## src/rtl/dmd_pkg.sv

```systemverilog
package dmd_pkg;

	localparam int DMD_MAX_RESULTS = 3;
	localparam int DMD_QUEUE_DEPTH = 4;

	localparam logic [14:0] DMD_DUTY_LIMIT_RST = 15'd32767;
	localparam logic [14:0] DMD_TILT_LIMIT_RST = 15'd20;
	localparam logic [15:0] DMD_TICKS_RST      = 16'd200;
	localparam logic [15:0] DMD_SEC_WRAP_RST   = 16'd9000;

	typedef enum logic {
		OP_MOTOR   = 1'b0,
		OP_ENCODER = 1'b1
	} op_t;

	typedef enum logic [2:0] {
		CFG_DEAD_ZONE_LEFT   = 3'd0,
		CFG_DEAD_ZONE_RIGHT  = 3'd1,
		CFG_DUTY_LIMIT       = 3'd2,
		CFG_TILT_LIMIT       = 3'd3,
		CFG_TICKS_PER_SECOND = 3'd4,
		CFG_SECONDS_WRAP     = 3'd5
	} cfg_reg_t;

	typedef struct packed {
		logic               opcode;
		logic signed [15:0] left_command;
		logic signed [15:0] right_command;
		logic signed [15:0] tilt_angle;
		logic [7:0]         left_count;
		logic [7:0]         right_count;
	} in_word_t;

	typedef struct packed {
		logic [14:0]        left_forward_duty;
		logic [14:0]        left_reverse_duty;
		logic [14:0]        right_forward_duty;
		logic [14:0]        right_reverse_duty;
		logic               dead_time_hold;
		logic signed [15:0] left_speed;
		logic signed [15:0] right_speed;
		logic [15:0]        seconds;
		logic               last;
	} out_word_t;

	typedef struct packed {
		logic       push;
		logic [1:0] count;
	} push_ctl_t;

endpackage

```

## src/rtl/dmd_shape.sv

```systemverilog
module dmd_shape
	import dmd_pkg::*;
(
	input  logic signed [15:0] cmd,
	input  logic [13:0]        dead_zone,
	input  logic [14:0]        limit,
	input  logic               stop,
	output logic [14:0]        fwd,
	output logic [14:0]        rev,
	output logic               reverse
);

	logic signed [17:0] cmd_x;
	logic signed [17:0] dz_x;
	logic signed [17:0] lim_x;
	logic signed [17:0] v;
	logic signed [17:0] d;
	logic signed [17:0] neg;

	assign cmd_x = {{2{cmd[15]}}, cmd};
	assign dz_x  = {4'b0000, dead_zone};
	assign lim_x = {3'b000, limit};

	always_comb begin
		if (stop) begin
			v = '0;
		end else if (cmd > 16'sd0) begin
			v = cmd_x + dz_x;
		end else if (cmd < 16'sd0) begin
			v = cmd_x - dz_x;
		end else begin
			v = '0;
		end
		if (v > lim_x) begin
			d = lim_x;
		end else if (v < -lim_x) begin
			d = -lim_x;
		end else begin
			d = v;
		end
	end

	assign neg     = -d;
	assign reverse = d[17];
	assign fwd     = d[17] ? 15'd0 : d[15:1];
	assign rev     = d[17] ? neg[14:0] : 15'd0;

endmodule

```

## src/rtl/dmd_result_queue.sv

```systemverilog
module dmd_result_queue
	import dmd_pkg::*;
#(
	parameter int DEPTH = DMD_QUEUE_DEPTH
) (
	input  logic      clk,
	input  logic      arst_n,
	input  push_ctl_t ctl,
	input  out_word_t words [DMD_MAX_RESULTS],
	output logic      space,
	output logic      out_valid,
	input  logic      out_ready,
	output out_word_t out_data
);

	localparam int CW = $clog2(DEPTH + 1);

	out_word_t       entry_q [DEPTH];
	out_word_t       entry_n [DEPTH];
	logic [CW-1:0]   cnt_q;
	logic [CW-1:0]   base;
	logic            pop;

	assign pop       = out_valid && out_ready;
	assign base      = cnt_q - CW'(pop);
	assign space     = base <= CW'(DEPTH - DMD_MAX_RESULTS);
	assign out_valid = cnt_q != '0;
	assign out_data  = entry_q[0];

	always_comb begin
		for (int i = 0; i < DEPTH - 1; i++) begin
			entry_n[i] = pop ? entry_q[i + 1] : entry_q[i];
		end
		entry_n[DEPTH - 1] = entry_q[DEPTH - 1];
		for (int i = 0; i < DEPTH; i++) begin
			if (ctl.push && i >= int'(base) && i < int'(base) + int'(ctl.count)) begin
				entry_n[i] = words[2'(i - int'(base))];
			end
		end
	end

	always_ff @(posedge clk) begin
		entry_q <= entry_n;
	end

	always_ff @(posedge clk or negedge arst_n) begin
		if (!arst_n) begin
			cnt_q <= '0;
		end else begin
			cnt_q <= base + (ctl.push ? CW'(ctl.count) : CW'(0));
		end
	end

endmodule

```

## src/rtl/dual_motor_drive_and_encoder_speed_top.sv

```systemverilog
// An accepted input word waits in a stage-one register; its results then go to the
// result queue. One input word per cycle while the queue has room; a motor command
// makes one to three words; the four-entry queue pops one per out_ready cycle.
// Reset: asynchronous, active low; configuration returns to its defaults, and
// directions, duties, speed accumulators and the timer clear to zero.
module dual_motor_drive_and_encoder_speed_top
	import dmd_pkg::*;
#(
	parameter int QUEUE_DEPTH = DMD_QUEUE_DEPTH
) (
	input  logic       clk,
	input  logic       arst_n,
	input  logic       in_valid,
	output logic       in_ready,
	input  in_word_t   in_data,
	output logic       out_valid,
	input  logic       out_ready,
	output out_word_t  out_data,
	input  logic       cfg_valid,
	output logic       cfg_ready,
	input  logic [2:0] cfg_index,
	input  logic [15:0] cfg_data
);

	logic [13:0] dz_left_q;
	logic [13:0] dz_right_q;
	logic [14:0] duty_limit_q;
	logic [14:0] tilt_limit_q;
	logic [15:0] ticks_q;
	logic [15:0] sec_wrap_q;

	logic        dir_left_q;
	logic        dir_right_q;
	logic [14:0] duty_q [4];
	logic [15:0] acc_left_q;
	logic [15:0] acc_right_q;
	logic [15:0] tick_q;
	logic [15:0] sec_q;

	in_word_t    item_s1;
	logic        valid_s1;
	logic        fire_s1;
	logic        space;

	logic signed [16:0] tilt_x;
	logic [16:0] tilt_mag;
	logic        stop;
	logic [14:0] lf, lr, rf, rr;
	logic        want_l, want_r;
	logic        flip_l, flip_r;
	logic [15:0] acc_left_n, acc_right_n;
	logic [15:0] tick_inc, tick_n, sec_inc, sec_n;
	out_word_t   snap_r, snap_l, fin;
	out_word_t   words [DMD_MAX_RESULTS];
	push_ctl_t   ctl;

	assign cfg_ready = 1'b1;

	always_ff @(posedge clk or negedge arst_n) begin
		if (!arst_n) begin
			dz_left_q    <= '0;
			dz_right_q   <= '0;
			duty_limit_q <= DMD_DUTY_LIMIT_RST;
			tilt_limit_q <= DMD_TILT_LIMIT_RST;
			ticks_q      <= DMD_TICKS_RST;
			sec_wrap_q   <= DMD_SEC_WRAP_RST;
		end else if (cfg_valid) begin
			unique case (cfg_reg_t'(cfg_index))
				CFG_DEAD_ZONE_LEFT:   dz_left_q    <= cfg_data[13:0];
				CFG_DEAD_ZONE_RIGHT:  dz_right_q   <= cfg_data[13:0];
				CFG_DUTY_LIMIT:       duty_limit_q <= cfg_data[14:0];
				CFG_TILT_LIMIT:       tilt_limit_q <= cfg_data[14:0];
				CFG_TICKS_PER_SECOND: ticks_q      <= cfg_data;
				CFG_SECONDS_WRAP:     sec_wrap_q   <= cfg_data;
				default: ;
			endcase
		end
	end

	assign fire_s1  = valid_s1 && space;
	assign in_ready = !valid_s1 || fire_s1;

	always_ff @(posedge clk or negedge arst_n) begin
		if (!arst_n) begin
			valid_s1 <= 1'b0;
		end else if (in_ready) begin
			valid_s1 <= in_valid;
		end
	end

	always_ff @(posedge clk) begin
		if (in_ready && in_valid) begin
			item_s1 <= in_data;
		end
	end

	assign tilt_x   = {item_s1.tilt_angle[15], item_s1.tilt_angle};
	assign tilt_mag = tilt_x[16] ? 17'(-tilt_x) : 17'(tilt_x);
	assign stop     = tilt_mag > {2'b00, tilt_limit_q};

	dmd_shape u_shape_left (
		.cmd       (item_s1.left_command),
		.dead_zone (dz_left_q),
		.limit     (duty_limit_q),
		.stop      (stop),
		.fwd       (lf),
		.rev       (lr),
		.reverse   (want_l)
	);

	dmd_shape u_shape_right (
		.cmd       (item_s1.right_command),
		.dead_zone (dz_right_q),
		.limit     (duty_limit_q),
		.stop      (stop),
		.fwd       (rf),
		.rev       (rr),
		.reverse   (want_r)
	);

	assign flip_l = want_l != dir_left_q;
	assign flip_r = want_r != dir_right_q;

	assign acc_left_n  = dir_left_q ? acc_left_q - {8'd0, item_s1.left_count}
	                                : acc_left_q + {8'd0, item_s1.left_count};
	assign acc_right_n = dir_right_q ? acc_right_q - {8'd0, item_s1.right_count}
	                                 : acc_right_q + {8'd0, item_s1.right_count};

	assign tick_inc = tick_q + 16'd1;
	assign sec_inc  = sec_q + 16'd1;

	always_comb begin
		tick_n = tick_inc;
		sec_n  = sec_q;
		if (tick_inc >= ticks_q) begin
			tick_n = '0;
			sec_n  = (sec_inc == sec_wrap_q) ? 16'd0 : sec_inc;
		end
	end

	always_comb begin
		snap_r = '{left_forward_duty: duty_q[0], left_reverse_duty: duty_q[1],
		           right_forward_duty: 15'd0, right_reverse_duty: 15'd0,
		           dead_time_hold: 1'b1, left_speed: acc_left_q,
		           right_speed: acc_right_q, seconds: sec_q, last: 1'b0};
		snap_l = '{left_forward_duty: 15'd0, left_reverse_duty: 15'd0,
		           right_forward_duty: rf, right_reverse_duty: rr,
		           dead_time_hold: 1'b1, left_speed: acc_left_q,
		           right_speed: acc_right_q, seconds: sec_q, last: 1'b0};
		fin    = '{left_forward_duty: lf, left_reverse_duty: lr,
		           right_forward_duty: rf, right_reverse_duty: rr,
		           dead_time_hold: 1'b0, left_speed: acc_left_q,
		           right_speed: acc_right_q, seconds: sec_q, last: 1'b1};
		words[0] = fin;
		words[1] = fin;
		words[2] = fin;
		ctl.push = fire_s1;
		if (item_s1.opcode == OP_ENCODER) begin
			ctl.count = 2'd1;
			words[0] = '{left_forward_duty: duty_q[0], left_reverse_duty: duty_q[1],
			             right_forward_duty: duty_q[2], right_reverse_duty: duty_q[3],
			             dead_time_hold: 1'b0, left_speed: acc_left_n,
			             right_speed: acc_right_n, seconds: sec_n, last: 1'b1};
		end else begin
			ctl.count = 2'd1 + 2'(flip_r) + 2'(flip_l);
			if (flip_r && flip_l) begin
				words[0] = snap_r;
				words[1] = snap_l;
			end else if (flip_r) begin
				words[0] = snap_r;
			end else if (flip_l) begin
				words[0] = snap_l;
			end
		end
	end

	always_ff @(posedge clk or negedge arst_n) begin
		if (!arst_n) begin
			dir_left_q  <= 1'b0;
			dir_right_q <= 1'b0;
			duty_q      <= '{default: '0};
			acc_left_q  <= '0;
			acc_right_q <= '0;
			tick_q      <= '0;
			sec_q       <= '0;
		end else if (fire_s1) begin
			if (item_s1.opcode == OP_ENCODER) begin
				acc_left_q  <= acc_left_n;
				acc_right_q <= acc_right_n;
				tick_q      <= tick_n;
				sec_q       <= sec_n;
			end else begin
				dir_left_q  <= want_l;
				dir_right_q <= want_r;
				duty_q[0]   <= lf;
				duty_q[1]   <= lr;
				duty_q[2]   <= rf;
				duty_q[3]   <= rr;
			end
		end
	end

	dmd_result_queue #(
		.DEPTH (QUEUE_DEPTH)
	) u_queue (
		.clk       (clk),
		.arst_n    (arst_n),
		.ctl       (ctl),
		.words     (words),
		.space     (space),
		.out_valid (out_valid),
		.out_ready (out_ready),
		.out_data  (out_data)
	);

endmodule

```

## config.mk

```make
export PLATFORM = sky130hd
export DESIGN_NAME = dual_motor_drive_and_encoder_speed_top
export DESIGN_NICKNAME = d
export VERILOG_FILES = /design/src/rtl/dmd_pkg.sv /design/src/rtl/dmd_shape.sv /design/src/rtl/dmd_result_queue.sv /design/src/rtl/dual_motor_drive_and_encoder_speed_top.sv
export SDC_FILE = /design/constraint.sdc
export NUM_CORES = 2
export LEC_CHECK = 0
export ABC_AREA = 1
export BUFFER_PORTS_ARGS = -buffer_cell sky130_fd_sc_hd__buf_2
export CORE_AREA = 2 2 366 368
export DETAILED_ROUTE_END_ITERATION = 8
export DIE_AREA = 0 0 368 370
export PLACE_DENSITY = 0.49
export SLEW_MARGIN = 10
export SYNTH_ARGS = -nofsm -noshare
export SYNTH_HDL_FRONTEND = slang
export SYNTH_SLANG_ARGS = --single-unit
```

## constraint.sdc

```tcl
create_clock -name clk -period 17.49 [get_ports clk]
set_clock_uncertainty 0.2 [all_clocks]
set_input_delay 1.749 -clock clk [delete_from_list [all_inputs] [get_ports clk]]
set_output_delay 1.749 -clock clk [all_outputs]
set_load 0.01 [all_outputs]
```

# After elaboration in Yosys (flattened, before gate mapping)
# Index checks and enable logic that the tools add are counted.
dict set report op_classes {
  eq_ne 8
  bitwise_logic 5
  n_mux 46
  multipliers 0
  n_div 0
  reduce_logical 27
  n_addsub 23
  n_shift 0
  magnitude_cmp 23
}
# op count
set ops {}
lappend ops {{2-to-1 mux 110 bit} 20}
lappend ops {{binary-select mux 110 bit (select 2 bit)} 4}
lappend ops {{2-to-1 mux 18 bit} 10}
lappend ops {{2-to-1 mux 16 bit} 5}
lappend ops {{< comparator 3 x 32 -> 1 bit, first input constant} 2}
lappend ops {{2-to-1 mux 15 bit} 4}
lappend ops {{greater-than comparator 18 x 16 -> 1 bit} 2}
lappend ops {{< comparator 18 bit} 2}
lappend ops {{adder 16 x 15 -> 17 bit} 2}
lappend ops {{subtractor 16 x 15 -> 17 bit} 2}
lappend ops {{adder 16 x 1 -> 16 bit, second input constant} 2}
lappend ops {{adder 16 x 8 -> 16 bit} 2}
lappend ops {{greater-than comparator 16 x 1 -> 1 bit, second input constant} 2}
lappend ops {{< comparator 1 x 32 -> 1 bit, first input constant} 1}
lappend ops {{< comparator 16 x 1 -> 1 bit, second input constant} 2}
lappend ops {{< comparator 2 x 32 -> 1 bit, first input constant} 1}
lappend ops {{subtractor 16 x 8 -> 16 bit} 2}
lappend ops {{negator 15 bit} 2}
lappend ops {{negator 15 -> 18 bit} 1}
lappend ops {{greater-than comparator 17 x 15 -> 1 bit} 1}
lappend ops {{2-to-1 mux 17 bit} 1}
lappend ops {{negator 16 -> 17 bit} 1}
lappend ops {{equality test 16 bit} 1}
lappend ops {{>= comparator 16 bit} 1}
lappend ops {{other kinds (25)} 59}
dict set report word_totals {
  rom_bits 0
  inputBits 89
  ram_bits 0
  word_cells 192
  latch_bits 0
  memories 0
  regBits 725
}

# Longest topological paths before layout
dict set report depth {
  word_depth 17
  ltp_mapped 54
  depth_no_buf 51
}

# Cells and area by module
# From an unflattened synthesis, not the netlist that was laid out.
dict set report hier_totals {
  hier_cells 7480
  hier_area_um2 52753.1
}
# module area_each_um2 seq_area_each_um2 cells_each n_inst
set modules_own_cells {}
lappend modules_own_cells {dmd_result_queue 27866.7 13287.7 3772 1}
lappend modules_own_cells {dual_motor_drive_and_encoder_speed_top 15860.2 7413.4 1999 1}
lappend modules_own_cells {{dmd_shape (u_shape_right)} 4525.6 0.0 858 1}
lappend modules_own_cells {{dmd_shape (u_shape_left)} 4500.6 0.0 851 1}

# Least setup slack after synthesis
# OpenSTA, ideal clock, no wires.
dict set report synth_timing {
  path_type {register -> register}
  start {register item_s1[16] in the netlist's numbering}
  end {register u_queue.entry_q[110] in the netlist's numbering, enable pin}
  n_path_buf 5
  slack_ns 7.345
  synth_period_minus_slack_ns 10.145
  stages_incl_launch_ff 50
  t_required_ns 16.292
  setup_ns 0.998
  arrival_ns 8.947
  path_cell_list {edfxtp_1 -> inv_1 -> ha_1 -> inv_1 -> nor3_1 -> nand2_1 -> or4_1 -> nor3_1 -> nand2_1 -> nand2_1 -> xnor2_1 -> ha_1 -> nand2_1 -> inv_1 -> a21oi_1 -> nand2_1 -> inv_1 -> nand3_1 -> [14 not listed] -> nand3_1 -> a21oi_1 -> nand2_4 -> xor2_2 -> ha_1 -> nand2_1 -> ha_1 -> inv_1 -> fa_1 -> a211o_1 -> nand2_1 -> nand3_1 -> nand2_1 -> inv_1 -> o21ai_1 -> clkbuf_1 -> clkbuf_1 -> nand2_1}
}
dict set report synth_via {
  elab_chain_len 15
  elab_cells_between_ends 22
  classes_between {add/sub (4); order compare (6); eq/ne (2); mux (8); reduce/logical (2)}
}
# element line_no
set synth_lines {}
lappend synth_lines {{start, declared} dual_motor_drive_and_encoder_speed_top.sv:40} ;# in_word_t item_s1;
lappend synth_lines {{start signal, assigned} dual_motor_drive_and_encoder_speed_top.sv:93} ;# item_s1 <= in_data;
lappend synth_lines {{negator 16 -> 17 bit} dual_motor_drive_and_encoder_speed_top.sv:98} ;# assign tilt_mag = tilt_x[16] ? 17'(-tilt_x) : 17'(tilt_x);
lappend synth_lines {{2-to-1 mux 17 bit (*)} dual_motor_drive_and_encoder_speed_top.sv:98}
lappend synth_lines {{greater-than comparator 17 x 15 -> 1 bit (*)} dual_motor_drive_and_encoder_speed_top.sv:99} ;# assign stop = tilt_mag > {2'b00, tilt_limit_q};
lappend synth_lines {{2-to-1 mux 18 bit} dmd_shape.sv:25} ;# if (stop) begin
lappend synth_lines {{< comparator 18 bit} dmd_shape.sv:36} ;# end else if (v < -lim_x) begin
lappend synth_lines {{2-to-1 mux 18 bit} dmd_shape.sv:36}
lappend synth_lines {{2-to-1 mux 18 bit} dmd_shape.sv:34} ;# if (v > lim_x) begin
lappend synth_lines {{inequality test 1 bit} dual_motor_drive_and_encoder_speed_top.sv:122} ;# assign flip_r = want_r != dir_right_q;
lappend synth_lines {{adder 1 x 1 -> 2 bit} dual_motor_drive_and_encoder_speed_top.sv:165} ;# ctl.count = 2'd1 + 2'(flip_r) + 2'(flip_l);
lappend synth_lines {{adder 2 x 1 -> 2 bit (*)} dual_motor_drive_and_encoder_speed_top.sv:165}
lappend synth_lines {{2-to-1 mux 2 bit (*)} dual_motor_drive_and_encoder_speed_top.sv:158} ;# if (item_s1.opcode == OP_ENCODER) begin
lappend synth_lines {{adder 3 x 2 -> 4 bit (*)} dmd_result_queue.sv:36} ;# if (ctl.push && i >= int'(base) && i < int'(base) + int'(ctl.count)) begin
lappend synth_lines {{< comparator 3 x 32 -> 1 bit (*)} dmd_result_queue.sv:36}
lappend synth_lines {{logical AND 1 bit (*)} dmd_result_queue.sv:36}
lappend synth_lines {{nonzero test 2 bit (no line) (*)} -}
lappend synth_lines {{end signal, assigned} dmd_result_queue.sv:43} ;# entry_q <= entry_n;
lappend synth_lines {{end, declared} dmd_result_queue.sv:18} ;# out_word_t entry_q [DEPTH];
# Mark *: on every way between the ends. The rest lies on a longest branch, timed or not.
# A chain may end at the register's enable or synchronous reset.

==> results by group <==
Run
  – Max-cap violation count: 0

Die
  – Chip height: 370 um
  – Initial Util: roughly a third
  – Rows: 134
  – Chip Width: 368 um
  – Core area: between 0.1 and 0.15 mm2
  – I/O pin count: 202
  – Total die area: about 0.14 mm2

Worst setup path
  – Critical path arrival: 11.38 ns
  – Crit path max-delay family: simple AND/OR/NAND/NOR gates
  – CP Max Fanout: 219
  – Worst r2r src: item_s1[16]
  – Number of cells on the critical path: 49
  – Setup crit end kind: flop
  – Worst Reg-to-Reg Cells: 49
  – Crit path required time: ~18 ns
  – WP buf/inv: 9
  – Critical path startpoint: item_s1[16]
  – Critical Path Max Stage Delay: 0.86 ns
  – Crit start category: flop
  – Critical path class: reg2reg
  – Max stage delay cell, worst path: clkinv_2
  – CP most frequent cell: nand2_1

Clock tree
  – CTS Buf Count: 89
  – Clock transition at the registers of the reported paths: 0.06 ns
  – Clk buf depth: 3
  – Root Buffer: clkbuf_16
  – CTS tree: done
  – Cts repair resizes: 0
  – Clock latency on the worst-skew pair: just over 0.7 ns
  – Hold-fix buffers at CTS: 0
  – Post-CTS setup buffer count: 0
  – H-tree depth: 3
  – CTS Sinks: 725

Synthesis
  – Syn_nets: ~6200
  – Post-synthesis sequential area ratio: between 40 and 50%
  – Asr flop ratio synth: 30.3%
  – Main flop type after synthesis: edfxtp_1
  – Flops & latches, synth: 725
  – Post-synth EDFFs: 505
  – Mapped Area: about 0.046 mm2
  – Library cells used by synthesis: 66
  – Synthesized area per cell: just under 8 um2
  – Synth warnings: 0
  – Mapped Cells: 5887

Placed design
  – Post-detail-place hpwl: between 90000 and 100000 um
  – GPL Wtd Cong: 0.881
  – I/O Buffers: 200

Timing
  – Max Clock Freq: around 90 MHz
  – RSZ-0062 raised after global routing: no
  – Setup TNS: 0 ns
  – Final Hold Vio Count: 0
  – Actual slew at the worst max-slew pin: 1.15 ns
  – Crit path time final: about 11 ns
  – Relative slew slack: 23.2%
  – Final worst-path cycle share: ~64%
  – Final setup fails: 0
  – Final Slew Violations: 0

Finish
  – Area of the multi-input gates: ~0.021 mm2
  – Fraction of layout cells with a size suffix above 1: 8.93%
  – FF/Latch Area: a little over 0.02 mm2
  – Final nets: around 6100
  – Fin util: around two fifths
  – Fillers: 13800
  – Synthesis-to-layout area growth: 9.70%

Worst hold path
  – HP Class: reg2reg
  – Hold path depth: 2
  – Critical hold path startpoint: ticks_q[13]

Routing
  – Vias per cell: 5.11
  – Via Count: 38900
  – Drt pass-1 iters: 6
  – Routed wire per std cell: 18.8 um
  – DR iter-0 viols: approximately 3000
  – Routed WL: between 100000 and 150000 um
  – Residual DRC: 0
  – Routed Antenna Nets: 0

Global routing
  – Largest net degree at the start of global routing: 220
  – Initial antenna violation count: 2
  – GRT Overall Usage: 20.7%
  – Vias in the first global route: 36900
  – Grt total ovfl: 0
  – First-pass GRT wire length: 220000 um

Status
  – Status: complete, no violations
worst reg2reg max path: cells and delay by family (launching register included):
kind	cells	cell delay, ns
xor+xnor	2	0.57
compound gates	11	1.87
buf+inv	9	2.53
flops	1	0.36
simple gates	21	3.85
fa+ha+maj	6	1.53
registers in the layout (all words and copies together), names as in the netlist:
signal            flops
duty_q               60
duty_limit_q         15
item_s1              65
dir_right_q           1
u_queue.entry_q     330
acc_left_q           16
valid_s1              1
ticks_q              16
sec_q                16
u_queue.out_data    110
acc_right_q          16
dz_right_q           14
u_queue.cnt_q         3
dz_left_q            14
sec_wrap_q           16
dir_left_q            1
tilt_limit_q         15
tick_q               16
cells in the mapped netlist (15+ instances only):
| master | instances | share of area [%] |
|---|---|---|
| o21ai_1 | 73 | 0.79 |
| buf_4 | 114 | 1.9 |
| o21bai_1 | 24 | 0.39 |
| xnor2_1 | 25 | 0.48 |
| xor2_1 | 80 | 1.5 |
| a31oi_1 | 15 | 0.20 |
| nand2_2 | 20 | 0.27 |
| ha_1 | 198 | 5.4 |
| buf_1 | 34 | 0.28 |
| nand4_1 | 68 | 0.92 |
| nand2_1 | 1810 | 15 |
| edfxtp_1 | 505 | 33 |
| nor2_1 | 288 | 2.3 |
| a21oi_1 | 389 | 4.2 |
| dfrtp_1 | 195 | 11 |
| o21ai_0 | 871 | 9.5 |
| inv_2 | 18 | 0.15 |
| buf_2 | 28 | 0.30 |
| dfstp_2 | 25 | 1.4 |
| nand3_1 | 182 | 2.0 |
| inv_1 | 455 | 3.7 |
| clkbuf_1 | 252 | 2.1 |
| nor3_1 | 31 | 0.34 |
area by class of cell:
cell class                 count  area share (%)
timing repair buffer         239            2.63
multi-input combinational   4249            42.5
tap                         1768            4.38
antenna                        1         0.00496
sequential                   725            41.0
inverter                     476            3.60
clock inverter                41           0.883
clock buffer                 127            4.98
routing by layer:
layer,up-vias,wire (um),GRT usage (%)
met5,-,0,0
met4,0,3900,6.53
met3,179,9250,3.82
met2,1097,64500,33.3
met1,18300,65700,28.2
li1,19400,-,-
metrics by stage:
stage                     cells  instance area, um2  hold slack (ns)  worst slack (ns)
final                      7626               50500            0.283              6.38
after global placement     7457               47500            0.263              6.55
after detailed placement   7457               47500            0.265              6.38
after CTS                  7625               50500            0.282              6.37
after global routing       7625               50500            0.304              5.31
after floorplan            5887               46000            0.249              7.35
cells by family (layout without fill, tap and decap cells):
| logic type | count (synthesis) | after routing | share of synthesized area (%) |
|---|---|---|---|
| adder cells (fa/ha/maj) | 206 | 206 | 5.73 |
| AND/OR/NAND/NOR | 2486 | 2486 | 22.2 |
| other | 1 | 2 | 0.00815 |
| AO/OA/AOI/OAI | 1450 | 1450 | 16.4 |
| XOR/XNOR | 106 | 106 | 2.03 |
| flip-flops | 725 | 725 | 45.0 |
| buffers and inverters | 913 | 883 | 8.59 |
worst paths after layout:
| kind | end | slack, ns |
|---|---|---|
| max in group asynchronous | duty_q[36] | 14.61 |
| min reg2reg | ticks_q[13] | 0.28 |
| max reg2reg | u_queue.entry_q[188] | 6.38 |
| min | ticks_q[13] | 0.28 |
| min in group asynchronous | ticks_q[13] | 0.86 |
| max | u_queue.entry_q[188] | 6.38 |
cell usage in the layout (no fill, tap or decap), types with 25 or more instances in the layout:
cell       count
xnor2_1       25
nor2_1       286
clkbuf_1      27
clkbuf_16     92
dfstp_2       25
nand2_1     1806
dfrtp_1      195
buf_4         37
xor2_1        80
nor3_1        30
o21ai_0      871
edfxtp_1     505
nand3_1      182
a21oi_1      388
o21ai_1       72
ha_1         195
nand4_1       68
inv_1        450
buf_2        199
Power is left out: the tool's default activity adds up to more than one toggle a clock period on the data nets, which glitch-free logic cannot reach.
